`src/dlrf_pkg.sv`:
```
// Shared types, packet constants and byte-selection helpers for the debug-link
// request framer. No dependencies.
package dlrf_pkg;

   localparam logic [7:0] HDR_SYNC  = 8'hAD;
   localparam logic [7:0] HDR_ZERO  = 8'h00;
   localparam logic [7:0] HDR_MARK  = 8'hFF;
   localparam logic [7:0] LEN_READ  = 8'h07;
   localparam logic [7:0] LEN_WRITE = 8'h0A;
   localparam logic [7:0] CMD_READ  = 8'h02;
   localparam logic [7:0] CMD_WRITE = 8'h82;
   localparam logic [7:0] ESC_BYTE  = 8'h5C;
   localparam logic [7:0] XON_BYTE  = 8'h11;
   localparam logic [7:0] XOFF_BYTE = 8'h13;
   localparam logic [7:0] ESC_FLIP  = 8'hFF;

   localparam logic OP_READ  = 1'b0;
   localparam logic OP_WRITE = 1'b1;

   localparam int unsigned IDX_W = 4;

   localparam logic [IDX_W-1:0] LAST_READ  = 4'd10;
   localparam logic [IDX_W-1:0] LAST_WRITE = 4'd13;

   // One classified request as it waits between front and back.
   typedef struct packed {
      logic        is_write;
      logic [31:0] address;
      logic [31:0] payload;   // write data, or the counter in the low byte
      logic [7:0]  checksum;
   } pkt_desc_type;

   function automatic logic [IDX_W-1:0] last_index(input pkt_desc_type d);
      return d.is_write ? LAST_WRITE : LAST_READ;
   endfunction

   function automatic logic is_escape(input logic [7:0] b);
      return (b == XON_BYTE) || (b == XOFF_BYTE) || (b == ESC_BYTE);
   endfunction

   // Raw (unescaped) packet byte at position idx.
   function automatic logic [7:0] raw_byte(input pkt_desc_type d,
                                           input logic [IDX_W-1:0] idx);
      logic [7:0] b;
      b = HDR_ZERO;
      if (idx == last_index(d)) begin
         b = d.checksum;
      end else begin
         unique case (idx)
            4'd0:    b = HDR_SYNC;
            4'd1:    b = HDR_ZERO;
            4'd2:    b = d.is_write ? LEN_WRITE : LEN_READ;
            4'd3:    b = HDR_MARK;
            4'd4:    b = d.is_write ? CMD_WRITE : CMD_READ;
            4'd5:    b = d.address[7:0];
            4'd6:    b = d.address[15:8];
            4'd7:    b = d.address[23:16];
            4'd8:    b = d.address[31:24];
            4'd9:    b = d.payload[7:0];
            4'd10:   b = d.payload[15:8];
            4'd11:   b = d.payload[23:16];
            4'd12:   b = d.payload[31:24];
            default: b = HDR_ZERO;
         endcase
      end
      return b;
   endfunction

endpackage

```
`src/dlrf_front.sv`:
```
// Front end of the framer: accepts requests, keeps the read counter and
// builds the packet descriptor with its checksum. Depends on dlrf_pkg.
module dlrf_front import dlrf_pkg::*; (
   input  logic         clock,
   input  logic         reset,
   input  logic         push,
   input  logic         full,
   input  logic         req_opcode,
   input  logic [31:0]  req_address,
   input  logic [31:0]  req_write_data,
   output logic         wr_en,
   output pkt_desc_type wr_desc
);

   logic [7:0]  counter_ff;
   logic [7:0]  counter_in;
   logic [7:0]  cnt_next;
   logic [31:0] payload;
   logic [7:0]  cmd;

   assign wr_en    = push && !full;
   assign cnt_next = counter_ff + 8'd1;
   assign payload  = (req_opcode == OP_WRITE) ? req_write_data : {24'd0, cnt_next};
   assign cmd      = (req_opcode == OP_WRITE) ? CMD_WRITE : CMD_READ;

   // Advance the counter only on an accepted read.
   assign counter_in = (wr_en && req_opcode == OP_READ) ? cnt_next : counter_ff;

   always_ff @(posedge clock) begin
      if (reset) begin
         counter_ff <= 8'd0;
      end else begin
         counter_ff <= counter_in;
      end
   end

   always_comb begin
      wr_desc.is_write = (req_opcode == OP_WRITE);
      wr_desc.address  = req_address;
      wr_desc.payload  = payload;
      wr_desc.checksum = HDR_MARK ^ cmd
                       ^ req_address[7:0] ^ req_address[15:8]
                       ^ req_address[23:16] ^ req_address[31:24]
                       ^ payload[7:0] ^ payload[15:8]
                       ^ payload[23:16] ^ payload[31:24];
   end

`ifndef NO_ASSERTIONS
   a_read_counts: assert property (@(posedge clock) disable iff (reset)
      (wr_en && req_opcode == OP_READ) |=> (counter_ff == $past(counter_ff) + 8'd1))
      else $error("read counter did not advance");
   a_write_holds: assert property (@(posedge clock) disable iff (reset)
      !(wr_en && req_opcode == OP_READ) |=> $stable(counter_ff))
      else $error("read counter moved without a read");
   a_read_payload: assert property (@(posedge clock)
      (req_opcode == OP_READ) |-> (wr_desc.payload[31:8] == 24'd0))
      else $error("read payload upper bytes not zero");
`endif

endmodule

```
`src/dlrf_queue.sv`:
```
// Small descriptor queue between front and back of the framer.
// Depends on dlrf_pkg.
module dlrf_queue import dlrf_pkg::*; #(
   parameter int unsigned DEPTH = 2
) (
   input  logic         clock,
   input  logic         reset,
   input  logic         wr_en,
   input  pkt_desc_type wr_desc,
   input  logic         rd_en,
   output pkt_desc_type rd_desc,
   output logic         q_full,
   output logic         q_empty
);

   localparam int unsigned PTR_W = (DEPTH > 1) ? $clog2(DEPTH) : 1;
   localparam int unsigned CNT_W = $clog2(DEPTH + 1);
   localparam logic [PTR_W-1:0] PTR_LAST = PTR_W'(DEPTH - 1);
   localparam logic [CNT_W-1:0] CNT_FULL = CNT_W'(DEPTH);

   pkt_desc_type     slot_ff [DEPTH];
   logic [PTR_W-1:0] wr_ptr_ff, wr_ptr_in;
   logic [PTR_W-1:0] rd_ptr_ff, rd_ptr_in;
   logic [CNT_W-1:0] count_ff, count_in;
   logic             do_wr;
   logic             do_rd;

   assign q_full  = (count_ff == CNT_FULL);
   assign q_empty = (count_ff == '0);
   assign do_wr   = wr_en && !q_full;
   assign do_rd   = rd_en && !q_empty;
   assign rd_desc = slot_ff[rd_ptr_ff];

   always_comb begin
      wr_ptr_in = wr_ptr_ff;
      rd_ptr_in = rd_ptr_ff;
      count_in  = count_ff;
      if (do_wr) begin
         wr_ptr_in = (wr_ptr_ff == PTR_LAST) ? '0 : wr_ptr_ff + 1'b1;
      end
      if (do_rd) begin
         rd_ptr_in = (rd_ptr_ff == PTR_LAST) ? '0 : rd_ptr_ff + 1'b1;
      end
      if (do_wr && !do_rd) begin
         count_in = count_ff + 1'b1;
      end else if (do_rd && !do_wr) begin
         count_in = count_ff - 1'b1;
      end
   end

   always_ff @(posedge clock) begin
      if (reset) begin
         wr_ptr_ff <= '0;
         rd_ptr_ff <= '0;
         count_ff  <= '0;
      end else begin
         wr_ptr_ff <= wr_ptr_in;
         rd_ptr_ff <= rd_ptr_in;
         count_ff  <= count_in;
      end
   end

   always_ff @(posedge clock) begin
      if (do_wr) begin
         slot_ff[wr_ptr_ff] <= wr_desc;
      end
   end

`ifndef NO_ASSERTIONS
   a_count_bound: assert property (@(posedge clock) disable iff (reset)
      count_ff <= CNT_FULL)
      else $error("queue count over depth");
   a_ptr_agree: assert property (@(posedge clock) disable iff (reset)
      (q_empty || q_full) |-> (wr_ptr_ff == rd_ptr_ff))
      else $error("queue pointers disagree with count");
   a_no_overflow: assert property (@(posedge clock) disable iff (reset)
      (q_full && !do_rd) |=> q_full)
      else $error("full queue lost an entry");
`endif

endmodule

```
`src/dlrf_back.sv`:
```
// Back end of the framer: walks the raw packet bytes of the head descriptor,
// inserts escapes and feeds the response output register. Depends on dlrf_pkg.
module dlrf_back import dlrf_pkg::*; (
   input  logic         clock,
   input  logic         reset,
   input  logic         head_valid,
   input  pkt_desc_type head_desc,
   output logic         head_pop,
   input  logic         pop,
   output logic         empty,
   output logic [7:0]   rsp_out_byte,
   output logic         rsp_last
);

   logic [IDX_W-1:0] idx_ff, idx_in;
   logic             esc_ff, esc_in;
   logic             out_valid_ff, out_valid_in;
   logic [7:0]       out_byte_ff, out_byte_in;
   logic             out_last_ff, out_last_in;
   logic             can_load;
   logic             emit;
   logic [7:0]       raw;
   logic             at_last;

   assign can_load = !out_valid_ff || pop;
   assign emit     = can_load && head_valid;
   assign raw      = raw_byte(head_desc, idx_ff);
   assign at_last  = (idx_ff == last_index(head_desc));

   always_comb begin
      idx_in       = idx_ff;
      esc_in       = esc_ff;
      out_byte_in  = out_byte_ff;
      out_last_in  = out_last_ff;
      out_valid_in = out_valid_ff && !pop;
      head_pop     = 1'b0;
      if (emit) begin
         out_valid_in = 1'b1;
         if (is_escape(raw) && !esc_ff) begin
            // Send the escape marker first, hold the byte index.
            out_byte_in = ESC_BYTE;
            out_last_in = 1'b0;
            esc_in      = 1'b1;
         end else begin
            out_byte_in = esc_ff ? (raw ^ ESC_FLIP) : raw;
            out_last_in = at_last;
            esc_in      = 1'b0;
            idx_in      = at_last ? '0 : idx_ff + 1'b1;
            head_pop    = at_last;
         end
      end
   end

   always_ff @(posedge clock) begin
      if (reset) begin
         idx_ff       <= '0;
         esc_ff       <= 1'b0;
         out_valid_ff <= 1'b0;
      end else begin
         idx_ff       <= idx_in;
         esc_ff       <= esc_in;
         out_valid_ff <= out_valid_in;
      end
   end

   always_ff @(posedge clock) begin
      out_byte_ff <= out_byte_in;
      out_last_ff <= out_last_in;
   end

   assign empty        = !out_valid_ff;
   assign rsp_out_byte = out_byte_ff;
   assign rsp_last     = out_last_ff;

`ifndef NO_ASSERTIONS
   a_esc_pending: assert property (@(posedge clock) disable iff (reset)
      esc_ff |-> (head_valid && is_escape(raw)))
      else $error("escape pending without an escapable head byte");
   a_idx_range: assert property (@(posedge clock) disable iff (reset)
      head_valid |-> (idx_ff <= last_index(head_desc)))
      else $error("byte index past end of packet");
   a_idle_idx: assert property (@(posedge clock) disable iff (reset)
      !head_valid |-> (idx_ff == '0 && !esc_ff))
      else $error("serializer not at packet start while idle");
   a_reset_empty: assert property (@(posedge clock)
      reset |=> empty)
      else $error("response side not empty after reset");
`endif

endmodule

```
`src/debug_link_request_framer.sv`:
```
// Top level of the debug-link request framer: front end, descriptor queue and
// escaping serializer. Depends on dlrf_pkg, dlrf_front, dlrf_queue, dlrf_back.
//
//   channel    handshake          payload                                   unit
//   ---------  -----------------  ----------------------------------------  -------
//   request    push / full        req_opcode, req_address, req_write_data   1 pkt
//   response   empty / pop        rsp_out_byte, rsp_last                    1 byte
//
// The serializer sends one wire byte per cycle while pop stays high and a
// request is queued; a packet is 11 to 17 bytes (read) or 14 to 23 (write)
// after escaping. A request is taken in any cycle the queue has room; the
// first byte of an idle block goes through a queue slot, then the output
// register. Reset is synchronous and clears the read counter, the queue and
// the output register. A stalled response side holds its byte and fills the
// queue, then full rises; the request side never stalls the response side.
module debug_link_request_framer import dlrf_pkg::*; #(
   parameter int unsigned QUEUE_DEPTH = 2
) (
   input  logic        clock,
   input  logic        reset,
   // request side
   input  logic        push,
   output logic        full,
   input  logic        req_opcode,
   input  logic [31:0] req_address,
   input  logic [31:0] req_write_data,
   // response side
   output logic        empty,
   input  logic        pop,
   output logic [7:0]  rsp_out_byte,
   output logic        rsp_last
);

   logic         wr_en;
   pkt_desc_type wr_desc;
   pkt_desc_type head_desc;
   logic         head_pop;
   logic         q_empty;

   // Classify the request, advance the counter, compute the checksum.
   dlrf_front u_front (
      .clock          (clock),
      .reset          (reset),
      .push           (push),
      .full           (full),
      .req_opcode     (req_opcode),
      .req_address    (req_address),
      .req_write_data (req_write_data),
      .wr_en          (wr_en),
      .wr_desc        (wr_desc)
   );

   // Hold classified requests until the serializer gets to them.
   dlrf_queue #(
      .DEPTH (QUEUE_DEPTH)
   ) u_queue (
      .clock   (clock),
      .reset   (reset),
      .wr_en   (wr_en),
      .wr_desc (wr_desc),
      .rd_en   (head_pop),
      .rd_desc (head_desc),
      .q_full  (full),
      .q_empty (q_empty)
   );

   // Walk the head packet byte by byte, escape, and drive the response side.
   dlrf_back u_back (
      .clock        (clock),
      .reset        (reset),
      .head_valid   (!q_empty),
      .head_desc    (head_desc),
      .head_pop     (head_pop),
      .pop          (pop),
      .empty        (empty),
      .rsp_out_byte (rsp_out_byte),
      .rsp_last     (rsp_last)
   );

`ifndef NO_ASSERTIONS
   a_pop_has_head: assert property (@(posedge clock) disable iff (reset)
      head_pop |-> !q_empty)
      else $error("serializer released a packet from an empty queue");
   a_last_needs_head: assert property (@(posedge clock) disable iff (reset)
      (head_pop) |=> (!empty && rsp_last))
      else $error("packet release not marked by a last byte");
   a_reset_clear: assert property (@(posedge clock)
      reset |=> (!full && empty))
      else $error("block not idle after reset");
`endif

endmodule

```
`config.mk`:
```
export PLATFORM = sky130hd
export DESIGN_NAME = debug_link_request_framer
export DESIGN_NICKNAME = d
export VERILOG_FILES = /design/src/dlrf_pkg.sv /design/src/dlrf_front.sv /design/src/dlrf_queue.sv /design/src/dlrf_back.sv /design/src/debug_link_request_framer.sv
export SDC_FILE = /design/constraint.sdc
export NUM_CORES = 1
export LEC_CHECK = 0
export ABC_AREA = 1
export BUFFER_PORTS_ARGS = -buffer_cell sky130_fd_sc_hd__buf_4
export CAP_MARGIN = 20
export CELL_PAD_IN_SITES_DETAIL_PLACEMENT = 1
export CELL_PAD_IN_SITES_GLOBAL_PLACEMENT = 1
export CORE_UTILIZATION = 42
export DETAILED_ROUTE_END_ITERATION = 8
export GPL_ROUTABILITY_DRIVEN = 0
export PLACE_DENSITY = 0.74
export SKIP_CTS_REPAIR_TIMING = 1
export SYNTH_ARGS = -nofsm -noshare
export SYNTH_HDL_FRONTEND = slang
export SYNTH_SLANG_ARGS = --single-unit
```
`constraint.sdc`:
```
create_clock -name clock -period 4.48 [get_ports clock]
set_clock_uncertainty 0.2 [all_clocks]
set_input_delay 0.896 -clock clock [delete_from_list [all_inputs] [get_ports clock]]
set_output_delay 0.896 -clock clock [all_outputs]
set_load 0.03 [all_outputs]
```
Word-level counts from Yosys, hierarchy flattened
Memories as Yosys holds them, arrays and structs flattened. A register that Yosys moved wholly into a read port is not among the register bits.
Index checks and enable logic that the tools add are counted.
{ "op_classes": {"addsub": 6, "n_eq_ne": 16, "muxes": 21, "n_bitwise": 12, "reduce_logical": 23} }
{ "op_table": {"columns": ["cell", "n"], "rows": [
  ["case mux 8 bit (12 select lines)", 1],
  ["bitwise XOR 8 bit", 8],
  ["2-to-1 mux 32 bit", 1],
  ["2-to-1 mux 8 bit", 4],
  ["equality test 4 bit (second input constant)", 5],
  ["equality test 4 x 3 -> 1 bit (second input constant)", 4],
  ["equality test 8 x 5 -> 1 bit (second input constant)", 2],
  ["inverter 8 bit", 2],
  ["2-to-1 mux 1 bit", 10],
  ["logical AND 1 bit", 9],
  ["adder 8 x 1 -> 8 bit (second input constant)", 1],
  ["equality test 4 x 2 -> 1 bit (second input constant)", 2],
  ["equality test 8 x 7 -> 1 bit (second input constant)", 1],
  ["2-to-1 mux 4 bit", 2],
  ["zero test 1 bit", 7],
  ["adder 4 x 1 -> 4 bit (second input constant)", 1],
  ["equality test 4 bit", 1],
  ["zero test 4 bit", 1],
  ["2-to-1 mux 2 bit", 2],
  ["logical OR 1 bit", 3],
  ["2-to-1 mux 3 bit", 1],
  ["adder 1 bit (second input constant)", 2],
  ["adder 2 x 1 -> 2 bit (second input constant)", 1],
  ["equality test 2 bit (second input constant)", 1],
  ["5 further kinds", 6]
]} }
{ "word_totals": {"ff_bits": 27, "ram_bits": 146, "in_bits": 69, "output_inout_bits": 11, "elab_cells": 88, "mem_count": 1} }
{ "mem_list": {"columns": ["memory", "words", "width", "read_ports", "rd_ports_with_merged_regs", "wr", "line_no", "source"], "rows": [
  ["u_queue.slot_ff", 2, 73, 1, 1, 1, "dlrf_queue.sv:21", "pkt_desc_type slot_ff [DEPTH];"]
]} }

Depth between registers and ports, before layout
Gate-level depths: netlist of run 1.
{ "logic_depth": {"depth_word": 13, "mapped_depth": 20, "ltp_nobuf": 20} }

By module
From an unflattened synthesis of run 1, not the netlist that was laid out.
{ "hier_totals": {"hier_cells": 920, "hier_area_um2": 9537.9} }
{ "by_module_without_submodules": {"columns": ["module", "n_inst", "cells_each", "area_each_um2", "seq_area_each_um2"], "rows": [
  ["dlrf_queue", 1, 264, 5866.9, 4484.3],
  ["dlrf_front", 1, 371, 1935.6, 160.2],
  ["dlrf_back", 1, 284, 1731.7, 390.4],
  ["debug_link_request_framer", 1, 1, 3.8, 0.0]
]} }

Least setup slack after synthesis of run 1
No wires, ideal clock.
{ "synth_timing": {"path_kind": "input -> register", "start": "input port push", "end": "memory u_queue.slot_ff[1][0] (netlist name) (enable)", "setup_time_ps": 506, "t_arrival_ps": 4138, "t_required_ps": 3774, "slack_ps": -365, "path_stages": 2, "n_path_buf": 0, "path_cell_list": "o21ai_0 -> nor2_1"} }
{ "synth_via": {"elab_chain_cells": 4} }
{ "synth_rtl": {"columns": ["element", "line_no", "source"], "rows": [
  ["start: declaration", "debug_link_request_framer.sv:22", "input logic push,"],
  ["logical AND 1 bit", "dlrf_front.sv:21", "assign wr_en = push && !full;"],
  ["logical AND 1 bit", "dlrf_queue.sv:30", "assign do_wr = wr_en && !q_full;"],
  ["2-to-1 mux 1 bit", "dlrf_queue.sv:64", "if (do_wr) begin"],
  ["2-to-1 mux 1 bit (not written as such)", "dlrf_queue.sv:65", "slot_ff[wr_ptr_ff] <= wr_desc;"],
  ["end: declaration", "dlrf_queue.sv:21", null]
]} }
No other way between the ends.

==> results of run 1 <==
## power groups by stage
stage                     registers [mW]  logic [mW]  clock network (mW)
after floorplan                     2.10       0.426                   0
after global placement              2.06       0.716                   0
after detailed placement            2.07       0.730                   0
after CTS                           2.04       0.737                1.49
after global routing                2.05       0.805                1.55
final                               2.03       0.733                1.46
## cells in the mapped netlist
master | number | area [um^2]
nand3_1 | 26 | 130
nor2_2 | 8 | 50.1
o211ai_4 | 1 | 21.3
nor2_4 | 1 | 11.3
buf_4 | 1 | 7.51
nor3_1 | 4 | 20.0
nand3_2 | 3 | 30.0
o211ai_1 | 1 | 7.51
inv_4 | 1 | 6.26
mux2i_1 | 2 | 20.0
xnor2_1 | 32 | 280
nand2_1 | 358 | 1340
a31oi_1 | 1 | 6.26
clkbuf_1 | 10 | 37.5
nand3b_1 | 3 | 22.5
nor2_1 | 41 | 154
o21ai_0 | 18 | 90.1
a21oi_2 | 3 | 26.3
nand4_1 | 4 | 25.0
or2_2 | 3 | 18.8
dfxtp_1 | 19 | 380
xor2_1 | 35 | 307
buf_6 | 3 | 33.8
nand2_4 | 2 | 22.5
inv_2 | 8 | 30.0
inv_1 | 60 | 225
a21oi_1 | 25 | 125
nand2_2 | 7 | 43.8
edfxtp_1 | 155 | 4650
o21ai_2 | 2 | 17.5
o21ai_1 | 5 | 25.0
clkinv_1 | 1 | 3.75
ha_1 | 6 | 75.1
buf_2 | 10 | 50.1
nor3b_1 | 1 | 7.51
## worst max-delay path by stage
stage / cells after the start / to / startpoint / slack (ns)
floorplan: 2 / u_queue.slot_ff[1][0] / push / 0.83
global placement: 18 / u_queue.count_ff[1] / register / 0.91
detailed placement: 19 / u_queue.count_ff[1] / register / 0.92
CTS: 20 / u_queue.count_ff[1] / register / 0.88
global route: 18 / u_queue.count_ff[1] / register / 0.55
finish: 19 / u_queue.count_ff[1] / register / 0.88
## layer usage
metal	vias to the layer above	global-route usage, %
met5	-	0
met4	0	8.43
met3	26	3.79
met2	105	38.3
met1	2914	29.8
li1	2952	-
## registers in the layout (all words and copies together), names as in the netlist, 2 cells and up, named ones only
register             cells
u_queue.slot_ff        146
u_back.rsp_out_byte      8
u_front.counter_ff       8
u_back.idx_ff            4
u_queue.count_ff         2
## worst max-delay path, delay by kind of cell (launching register included)
| family | cells | cell delay (ns) |
|---|---|---|
| fa+ha+maj | 1 | 0.36 |
| compound gates | 6 | 0.65 |
| simple gates | 10 | 1.09 |
| buf+inv | 2 | 0.58 |
| flops | 1 | 0.58 |
## kinds of logic (layout without fill, tap and decap cells)
family	after synthesis	in the layout	synth area share, %
XOR/XNOR	67	67	7.06
buffers and inverters	94	189	4.74
adder cells (fa/ha/maj)	6	6	0.903
AO/OA/AOI/OAI	56	56	3.84
AND/OR/NAND/NOR	461	461	22.6
multiplexers	2	2	0.241
flip-flops	174	174	60.6
## cells in the final DEF (no fill, tap or decap), types with 2 or more instances in the layout
cell type / netlist / final
nand3b_1: 3 / 3
a21oi_1: 25 / 25
edfxtp_1: 155 / 155
ha_1: 6 / 6
nand3_1: 26 / 26
o21ai_2: 2 / 2
nand2_1: 358 / 358
mux2i_1: 2 / 2
nand4_1: 4 / 4
buf_4: 1 / 87
clkbuf_16: 0 / 17
nand3_2: 3 / 3
inv_2: 8 / 8
dfxtp_1: 19 / 18
clkinv_2: 0 / 4
clkinv_1: 1 / 4
bufinv_16: 0 / 3
xnor2_1: 32 / 32
a21oi_2: 3 / 3
or2_2: 3 / 3
nor2_1: 41 / 39
nor2_2: 8 / 8
nand2_2: 7 / 7
o21ai_0: 18 / 18
nor2_4: 1 / 3
nand2_4: 2 / 2
xor2_1: 35 / 35
inv_1: 60 / 60
nor3_1: 4 / 4
o21ai_1: 5 / 5
## layout make-up
cell class / count / area (um^2) / share of cell area (%)
inverter: 70 / 265 / 2.71
tap: 265 / 332 / 3.39
timing repair buffer: 88 / 673 / 6.89
multi-input combinational: 592 / 2900 / 29.6
clock inverter: 13 / 146 / 1.50
sequential: 174 / 5040 / 51.5
clock buffer: 18 / 429 / 4.39
## metrics by stage
step | area [um^2] | power, mW | setup WS (ns)
after floorplan | 8310 | 2.52 | 0.833
after global placement | 9200 | 2.77 | 0.910
after detailed placement | 9200 | 2.80 | 0.923
after CTS | 9780 | 4.26 | 0.885
after global routing | 9780 | 4.40 | 0.554
final | 9780 | 4.23 | 0.883
==> results_dict.tcl, run 1 <==
set metrics [dict create \
    critPathSlowestCell "dfxtp_2" \
    portBuffers 79 \
    min_path_type "reg2reg" \
    clkPwrFrac_pct 34.6 \
    relSlewSlack_pct 30.4 \
    status "finished clean" \
    ant_nets 0 \
    power_switching_mw 1.14 \
    synth-seq-cells 174 \
    wl_met1_um 9990 \
    gr-usage-all-layers_pct 22.8 \
    post-route-period-util_pct 80.3 \
    antenna_found_initial 0 \
    p_comb_share_pct 17.3 \
    crit_path_frequent_cell "nand2_1" \
    drt_iter0_markers 375 \
    drive_gt1_share_pct 16.4 \
    p_int_mw 3.09 \
    drc 0 \
    ys_seq_area_share_pct 60.6 \
    pin_count 80 \
    crit_arrival_ns 3.71 \
    grt_max_degree 75 \
    fin_tns_setup_ns 0 \
    avgSynthCellArea_um2 9.66 \
    grt_pass1_wl_um 33600 \
    syn_area_um2 8310 \
    hold_start "u_front.counter_ff[1]" \
    report.final.slew_viol_count 0 \
    vias 5997 \
    rsz0062_at_grt "no" \
    cellPowerDensity_nw_per_um2 433 \
    max_freq_ghz 0.278 \
    final_cells 1220 \
    wl_met3_um 587 \
    finalHoldViolations 0 \
    required_ns 4.59 \
    crit_path_start_kind "register" \
    cts_tree "yes" \
    post-route-util_pct 50.4 \
    reg2reg_to "u_queue.count_ff[1]" \
    drv_cap 0 \
    drt_pass1_iterations 5 \
    viasPerCell 4.92 \
    min_to "u_front.counter_ff[1]" \
    slowest_delay_ns 0.58 \
    die_x_um 143 \
    p_seq_share_pct 48.1 \
    coreArea_um2 19400 \
    fp-row-count 51 \
    wire_per_inst_um 17.7 \
    vdd_drop_max_mv 0.286 \
    highest_layer "met4" \
    cp_cell_sequence "buf_4 -> nand2_2 -> nand2_2 -> nand2_1 -> nand2_1 -> nand2_4 -> inv_4 -> o21ai_1 -> nand2_1 -> nor2_1 -> nand2_1 -> a21oi_2 -> nand2_4 -> nand3_2 -> ha_1 -> a21oi_1 -> o21ai_0 -> o21ai_0 -> a21oi_1" \
    ys_types 35 \
    die_h_um 143 \
    hpwlAfterDp_um 15000 \
    n_antenna_cell 0 \
    worst_pin_slew_ns 1.04 \
    crit_fanout 26 \
    clock-sinks 174 \
    rr_worst_depth 19 \
    dp_cells 1189 \
    timing.setup.critical_path_class "reg2reg" \
    finish.net_count 1018 \
    routed_wl_um 21600 \
    cts_buffers 17 \
    syn_nets 935 \
    end_kind "register" \
    grt-ovfl-total 0 \
    worstSkewPairLatency_ns 0.43 \
    r2r_setup_slack_ns 0.88 \
    cts.clk_slew.worst_paths_ns 0.06 \
    fin_crit_ns 3.60 \
    first_global_vias 6107 \
    ys_warn_count 0 \
    htreeDepth 4 \
    area_delta_synth_final_pct 17.7 \
    cellLeakagePower_nw 4.18 \
    whs_ns 0.300 \
    synth_cells 860 \
    die_area_um2 20400 \
    wl_met2_um 10600 \
    clockRootBuffer "clkbuf_16" \
    switching_share_pct 27.0 \
    min_path_cells 2 \
    setup_viol 0 \
    fillers 2252 \
    clockBufferDepth 2 \
    start_util_pct 42.8 \
]
Note: power is estimated with default switching activity, not from simulation.
==> run 2, diff against run 1 <==
--- a/config.mk
+++ b/config.mk
@@ -5,15 +5,15 @@
 export SDC_FILE = /design/constraint.sdc
 export NUM_CORES = 1
 export LEC_CHECK = 0
-export ABC_AREA = 1
+export ABC_AREA = 0
 export BUFFER_PORTS_ARGS = -buffer_cell sky130_fd_sc_hd__buf_4
 export CAP_MARGIN = 20
 export CELL_PAD_IN_SITES_DETAIL_PLACEMENT = 1
 export CELL_PAD_IN_SITES_GLOBAL_PLACEMENT = 1
-export CORE_UTILIZATION = 42
+export CORE_UTILIZATION = 45
 export DETAILED_ROUTE_END_ITERATION = 8
 export GPL_ROUTABILITY_DRIVEN = 0
-export PLACE_DENSITY = 0.74
+export PLACE_DENSITY = 0.72
 export SKIP_CTS_REPAIR_TIMING = 1
 export SYNTH_ARGS = -nofsm -noshare
 export SYNTH_HDL_FRONTEND = slang
==> constraint.sdc (replaced) <==
create_clock -name clock -period 3.4 [get_ports clock]
set_clock_uncertainty 0.2 [all_clocks]
set_input_delay 0.68 -clock clock [delete_from_list [all_inputs] [get_ports clock]]
set_output_delay 0.68 -clock clock [all_outputs]
set_load 0.03 [all_outputs]
==> run 2 against run 1 <==
Effect of this change: the run now ends with negative setup slack left; via count fell by 9.3%; core utilization increased by 8.0 points; non-clock buffer count rose by 52; synthesized cell count shrank 31%.
==> results_dict.tcl, run 2 <==
set metrics [dict create \
    fin_crit_ns 3.43 \
    hpwlAfterDp_um 14300 \
    synthFlopType "edfxtp_1" \
    whs_ns 0.245 \
    drt_iter0_markers 320 \
    synth_cells 597 \
    synth_mux_area_share_pct 9.14 \
    syn_nets 672 \
    r2r_setup_slack_ns -0.03 \
    start_util_pct 46.7 \
    worst_pin_slew_ns 0.719 \
    fin_tns_setup_ns -0.0320 \
    cp_cell_sequence "clkinvlp_4 -> ha_4 -> buf_4 -> and3_1 -> o21ai_0 -> a2111oi_4 -> a211oi_4 -> nor3_4 -> o2111ai_4 -> nand2_2 -> ha_4 -> xor2_1 -> or3_4 -> a21oi_2" \
    coreArea_um2 17500 \
    top_register "u_queue.slot_ff" \
    cellLeakagePower_nw 3.46 \
    ant_nets 0 \
    portBuffers 79 \
    crit_arrival_ns 3.60 \
    grt_pass1_wl_um 30700 \
    cts_buffers 17 \
    fp-row-count 48 \
    layout_common_cells "155 x edfxtp_1, 133 x buf_4, 57 x mux2i_1" \
    avgSynthCellArea_um2 13.7 \
    syn_area_um2 8160 \
    grt_max_degree 52 \
    area_delta_synth_final_pct 25.1 \
    die_h_um 137 \
    largest_reg_flops 146 \
    synth_top_family_by_area "multiplexers" \
    pin_count 80 \
    async_reset_ff_share_pct 0 \
    required_ns 3.56 \
    cellPowerDensity_nw_per_um2 556 \
    viasPerCell 5.63 \
    yosysTopAreaCell "edfxtp_1" \
    violations "negative setup slack" \
    ys_seq_area_share_pct 61.7 \
    end_kind "register" \
    min_path_type "in2reg" \
    vdd_drop_max_mv 0.408 \
    synthXorXnorAreaFrac_pct 8.43 \
    setup_ws_ns -0.0320 \
    clockBufferDepth 2 \
    die_x_um 137 \
    post-route-period-util_pct 101 \
    relSlewSlack_pct 51.6 \
    synth_top_area_share_pct 57.0 \
    drt_pass1_iterations 7 \
    drive_gt1_share_pct 30.5 \
    n_antenna_cell 0 \
    synthAdderAreaFrac_pct 0.920 \
    synthSimpleGateAreaFrac_pct 9.14 \
    final_cells 966 \
    wl_met3_um 1040 \
    synth.most_common_cell "edfxtp_1" \
    routed_wl_um 21800 \
    clockRootBuffer "clkbuf_16" \
    cts.clk_slew.worst_paths_ns 0.07 \
    setup_viol 1 \
    drv_cap 0 \
    final_common_cell "edfxtp_1" \
    critPathBufInv 2 \
    crit_path_start_kind "register" \
    synth_common_cells "155 x edfxtp_1, 61 x mux2i_1, 53 x xnor2_1" \
    highest_layer "met4" \
    slowest_delay_ns 0.41 \
    synth-edff-count 155 \
    status "finished with violations" \
    critPathSlowestCell "dfxtp_4" \
    post-route-util_pct 58.4 \
    ys_types 65 \
    max_freq_ghz 0.291 \
    finalHoldViolations 0 \
    path_delay_family "compound AO/OA/AOI/OAI gates" \
    wl_met1_um 9120 \
    synth-seq-cells 174 \
    first_global_vias 5549 \
    die_area_um2 18700 \
    crit_path_frequent_cell "ha_4" \
    synth.area.top_cells "edfxtp_1 57%, mux2i_1 7.5%, xnor2_1 5.7%" \
    cts_tree "yes" \
    ys_warn_count 0 \
    wire_per_inst_um 22.5 \
    crit_fanout 9 \
    synth_compound_area_share_pct 7.88 \
    worstSkewPairLatency_ns 0.43 \
    dp_cells 914 \
    gr-usage-all-layers_pct 22.8 \
    drc 0 \
    clock-sinks 174 \
    htreeDepth 4 \
    antenna_found_initial 0 \
    vias 5439 \
    wl_met2_um 11000 \
    timing.setup.critical_path_class "reg2reg" \
    grt-ovfl-total 0 \
    finish.net_count 803 \
    report.final.slew_viol_count 0 \
]
==> run 2: cell types whose count changed in the layout (fill, tap and decap cells not counted), moves of 25 or more <==
cell	delta
nand2_1	-328
o22ai_1	+30
and2_1	+25
inv_1	-51
buf_4	+46
mux2i_1	+55
==> run 2: final timing paths <==
path | cells past startpoint | endpoint | start
setup / recovery | 14 | u_queue.count_ff[1] | u_back.idx_ff[1]
hold / removal | 1 | u_queue.slot_ff[0][43] | req_address[3]
setup reg to reg | 14 | u_queue.count_ff[1] | u_back.idx_ff[1]
hold reg to reg | 2 | u_back.out_valid_ff | u_back.out_valid_ff
==> run 2: area by class of cell <==
type	count	area [um^2]
Timing Repair Buffer	140	1160
Multi-Input combinational cell	384	3120
Clock inverter	14	118
Sequential cell	174	5050
Fill cell	1718	7270
Tap cell	225	282
Clock buffer	18	429
Inverter	11	47.5
==> run 2: layer usage <==
layer	global-route usage (%)	up-vias
met2	39.3	170
li1	-	2490
met3	4.26	39
met5	0	-
met4	7.96	0
met1	28.7	2740
==> run 2: stage by stage <==
step	setup slack [ns]	total power [mW]	instance area [um^2]
floorplan	-0.0580	3.32	8170
global placement	-0.0482	3.69	9240
detailed placement	-0.178	3.74	9240
CTS	-0.182	5.57	9790
global route	-0.108	5.85	10200
finish	-0.0320	5.68	10200
==> run 2: worst reg2reg max path: cells and delay by family, from the launching register on <==
| kind | cells | cell delay [ns] |
|---|---|---|
| buf+inv | 2 | 0.33 |
| flops | 1 | 0.41 |
| compound gates | 5 | 1.14 |
| simple gates | 4 | 0.71 |
| xor+xnor | 1 | 0.15 |
| fa+ha+maj | 2 | 0.43 |
==> run 2: cells by family (layout without fill, tap and decap cells) <==
family                   count (synthesis)  in the layout
XOR/XNOR                                77             77
AND/OR/NAND/NOR                        140            140
multiplexers                            70             70
flip-flops                             174            174
buffers and inverters                   39            183
adder cells (fa/ha/maj)                  6              6
AO/OA/AOI/OAI                           91             91
==> run 2: power breakdown <==
group / total (mW) / internal (mW) / switching (mW) / leakage, nW
clock: 1.84 / 1.01 / 0.833 / 0.258
sequential: 2.70 / 2.62 / 0.0842 / 1.62
combinational: 1.13 / 0.481 / 0.650 / 1.58
==> run 3, diff against run 2 <==
--- a/config.mk
+++ b/config.mk
@@ -6,14 +6,15 @@
 export NUM_CORES = 1
 export LEC_CHECK = 0
 export ABC_AREA = 0
-export BUFFER_PORTS_ARGS = -buffer_cell sky130_fd_sc_hd__buf_4
 export CAP_MARGIN = 20
 export CELL_PAD_IN_SITES_DETAIL_PLACEMENT = 1
 export CELL_PAD_IN_SITES_GLOBAL_PLACEMENT = 1
 export CORE_UTILIZATION = 45
 export DETAILED_ROUTE_END_ITERATION = 8
+export DONT_BUFFER_PORTS = 1
 export GPL_ROUTABILITY_DRIVEN = 0
-export PLACE_DENSITY = 0.72
+export HOLD_SLACK_MARGIN = 0.03
+export PLACE_DENSITY = 0.68
 export SKIP_CTS_REPAIR_TIMING = 1
 export SYNTH_ARGS = -nofsm -noshare
 export SYNTH_HDL_FRONTEND = slang
==> constraint.sdc (replaced) <==
create_clock -name clock -period 3.4 [get_ports clock]
set_clock_uncertainty 0.2 [all_clocks]
set_input_delay 0.34 -clock clock [delete_from_list [all_inputs] [get_ports clock]]
set_output_delay 0.34 -clock clock [all_outputs]
set_load 0.03 [all_outputs]
==> run 3 against run 2 <==
Effect of this change: the run ends with negative hold slack left; first-iteration DRC count increased by 21%; non-clock buffer count shrank 9; clock power up 11%; sequential cell count is the same; sequential power increased by 2%; sequential share of layout area fell by 0.43 points; total power is 2.1% higher; core utilization rose by 0.46 points; critical path depth down 1; worst setup slack better by 0.072 ns; register-to-register slack better by 0.07 ns; wire length up 2.8%.
==> results_dict.tcl, run 3 (synthesized netlist as in run 2, its figures left out) <==
set metrics [dict create \
    coreArea_um2 17500 \
    n_antenna_cell 0 \
    gr-usage-all-layers_pct 22.9 \
    finalHoldViolations 9 \
    top_register "u_queue.slot_ff" \
    dp_cells 846 \
    portBuffers 0 \
    status "finished with violations" \
    clockBufferDepth 2 \
    pin_count 80 \
    drt_iter0_markers 388 \
    vdd_drop_max_mv 0.411 \
    clockRootBuffer "clkbuf_16" \
    drc 0 \
    violations "negative hold slack" \
    whs_ns -0.231 \
    fillers 1666 \
    end_kind "register" \
    p_seq_share_pct 47.5 \
    area_delta_synth_final_pct 26.0 \
    crit_fanout 5 \
    first_global_vias 5413 \
    die_h_um 137 \
    clock-sinks 174 \
    cellPowerDensity_nw_per_um2 563 \
    die_x_um 137 \
    fin_crit_ns 3.36 \
    p_int_mw 4.19 \
    final_common_cell "edfxtp_1" \
    crit_path_start_kind "register" \
    grt_max_degree 74 \
    cts_tree "yes" \
    fin_tns_setup_ns 0 \
    min_path_type "in2reg" \
    seqCellArea_um2 5050 \
    switching_share_pct 27.6 \
    wire_per_inst_um 23.4 \
    drt_pass1_iterations 6 \
    finish.net_count 794 \
    grt_pass1_wl_um 30700 \
    clkPwrFrac_pct 35.2 \
    drv_cap 0 \
    power_switching_mw 1.60 \
    hpwlAfterDp_um 14100 \
    worst_pin_slew_ns 0.765 \
    vias 5447 \
    worstSkewPairLatency_ns 0.44 \
    antenna_found_initial 0 \
    timing.setup.critical_path_class "reg2reg" \
    post-route-period-util_pct 98.8 \
    power_mw 5.79 \
    viasPerCell 5.69 \
    final_cells 957 \
    htreeDepth 4 \
    cellLeakagePower_nw 3.40 \
    routed_wl_um 22400 \
    multi_input_area_um2 3040 \
    ant_nets 0 \
    crit_arrival_ns 3.53 \
    grt-ovfl-total 0 \
    die_area_um2 18700 \
    fp-row-count 48 \
    start_util_pct 46.7 \
    max_freq_ghz 0.298 \
    largest_reg_flops 146 \
    setup_viol 0 \
    cts.clk_slew.worst_paths_ns 0.07 \
    drive_gt1_share_pct 19.1 \
    report.final.slew_viol_count 0 \
    relSlewSlack_pct 48.5 \
    layout_common_cells "155 x edfxtp_1, 70 x dlygate4sd3_1, 61 x mux2i_1" \
    cts_buffers 17 \
    p_comb_share_pct 17.3 \
    required_ns 3.57 \
]
[run 3: cell type report]
| class | count | share of cell area (%) |
|---|---|---|
| well taps | 225 | 2.74 |
| multi-input cells | 384 | 29.5 |
| inverters | 11 | 0.438 |
| flip-flops and latches | 174 | 49.0 |
| clock inverters | 15 | 1.95 |
| repair buffers | 131 | 12.2 |
| clock buffers | 17 | 4.13 |
[run 3: through the flow]
step	setup WS [ns]	hold slack, ns	area [um^2]	utilization, %
final	0.0399	-0.231	10300	58.9
after global routing	-0.0676	-0.250	10300	58.9
after CTS	-0.137	-0.249	9360	53.6
after detailed placement	-0.0701	0.217	8730	50.0
after global placement	0.0314	0.213	8730	50.0
after floorplan	-0.0580	0.239	8170	-
[run 3: routing by layer]
metal / up-vias / global-route usage, % / share of wire (%)
met1: 2786 / 28.4 / 42
met5: - / 0 / 0
met4: 0 / 7.78 / 2.2
met3: 35 / 5.89 / 4.5
li1: 2475 / - / -
met2: 151 / 38.9 / 51
[run 3: final timing paths]
path | from | end | slack, ns | cells past startpoint
max | u_back.idx_ff[0] | u_queue.count_ff[1] | 0.04 | 13
min | reset | u_queue.rd_ptr_ff | -0.23 | 1
max reg2reg | u_back.idx_ff[0] | u_queue.count_ff[1] | 0.04 | 13
min reg2reg | u_queue.rd_ptr_ff | u_queue.rd_ptr_ff | 0.34 | 3
[run 3: worst max-delay path, stage by stage, from the launching register on]
cell       delay [ns]
dfxtp_2          0.35
inv_2            0.14
ha_4             0.20
or3b_1           0.38
o22a_1           0.21
nor4b_2          0.16
o221a_2          0.27
and4b_4          0.24
o2111ai_4        0.23
nand2_2          0.10
ha_4             0.18
xor2_1           0.15
or3_4            0.34
a21oi_2          0.12
[run 3: power by group through the flow]
stage | clock, mW | combinational (mW) | sequential [mW]
5_1_grt | 2.14 | 1.07 | 2.77
6_report | 2.04 | 1.00 | 2.75
3_3_place_gp | 0 | 0.808 | 2.78
3_5_place_dp | 0 | 0.838 | 2.80
4_1_cts | 2.06 | 0.845 | 2.75
2_1_floorplan | 0 | 0.541 | 2.78
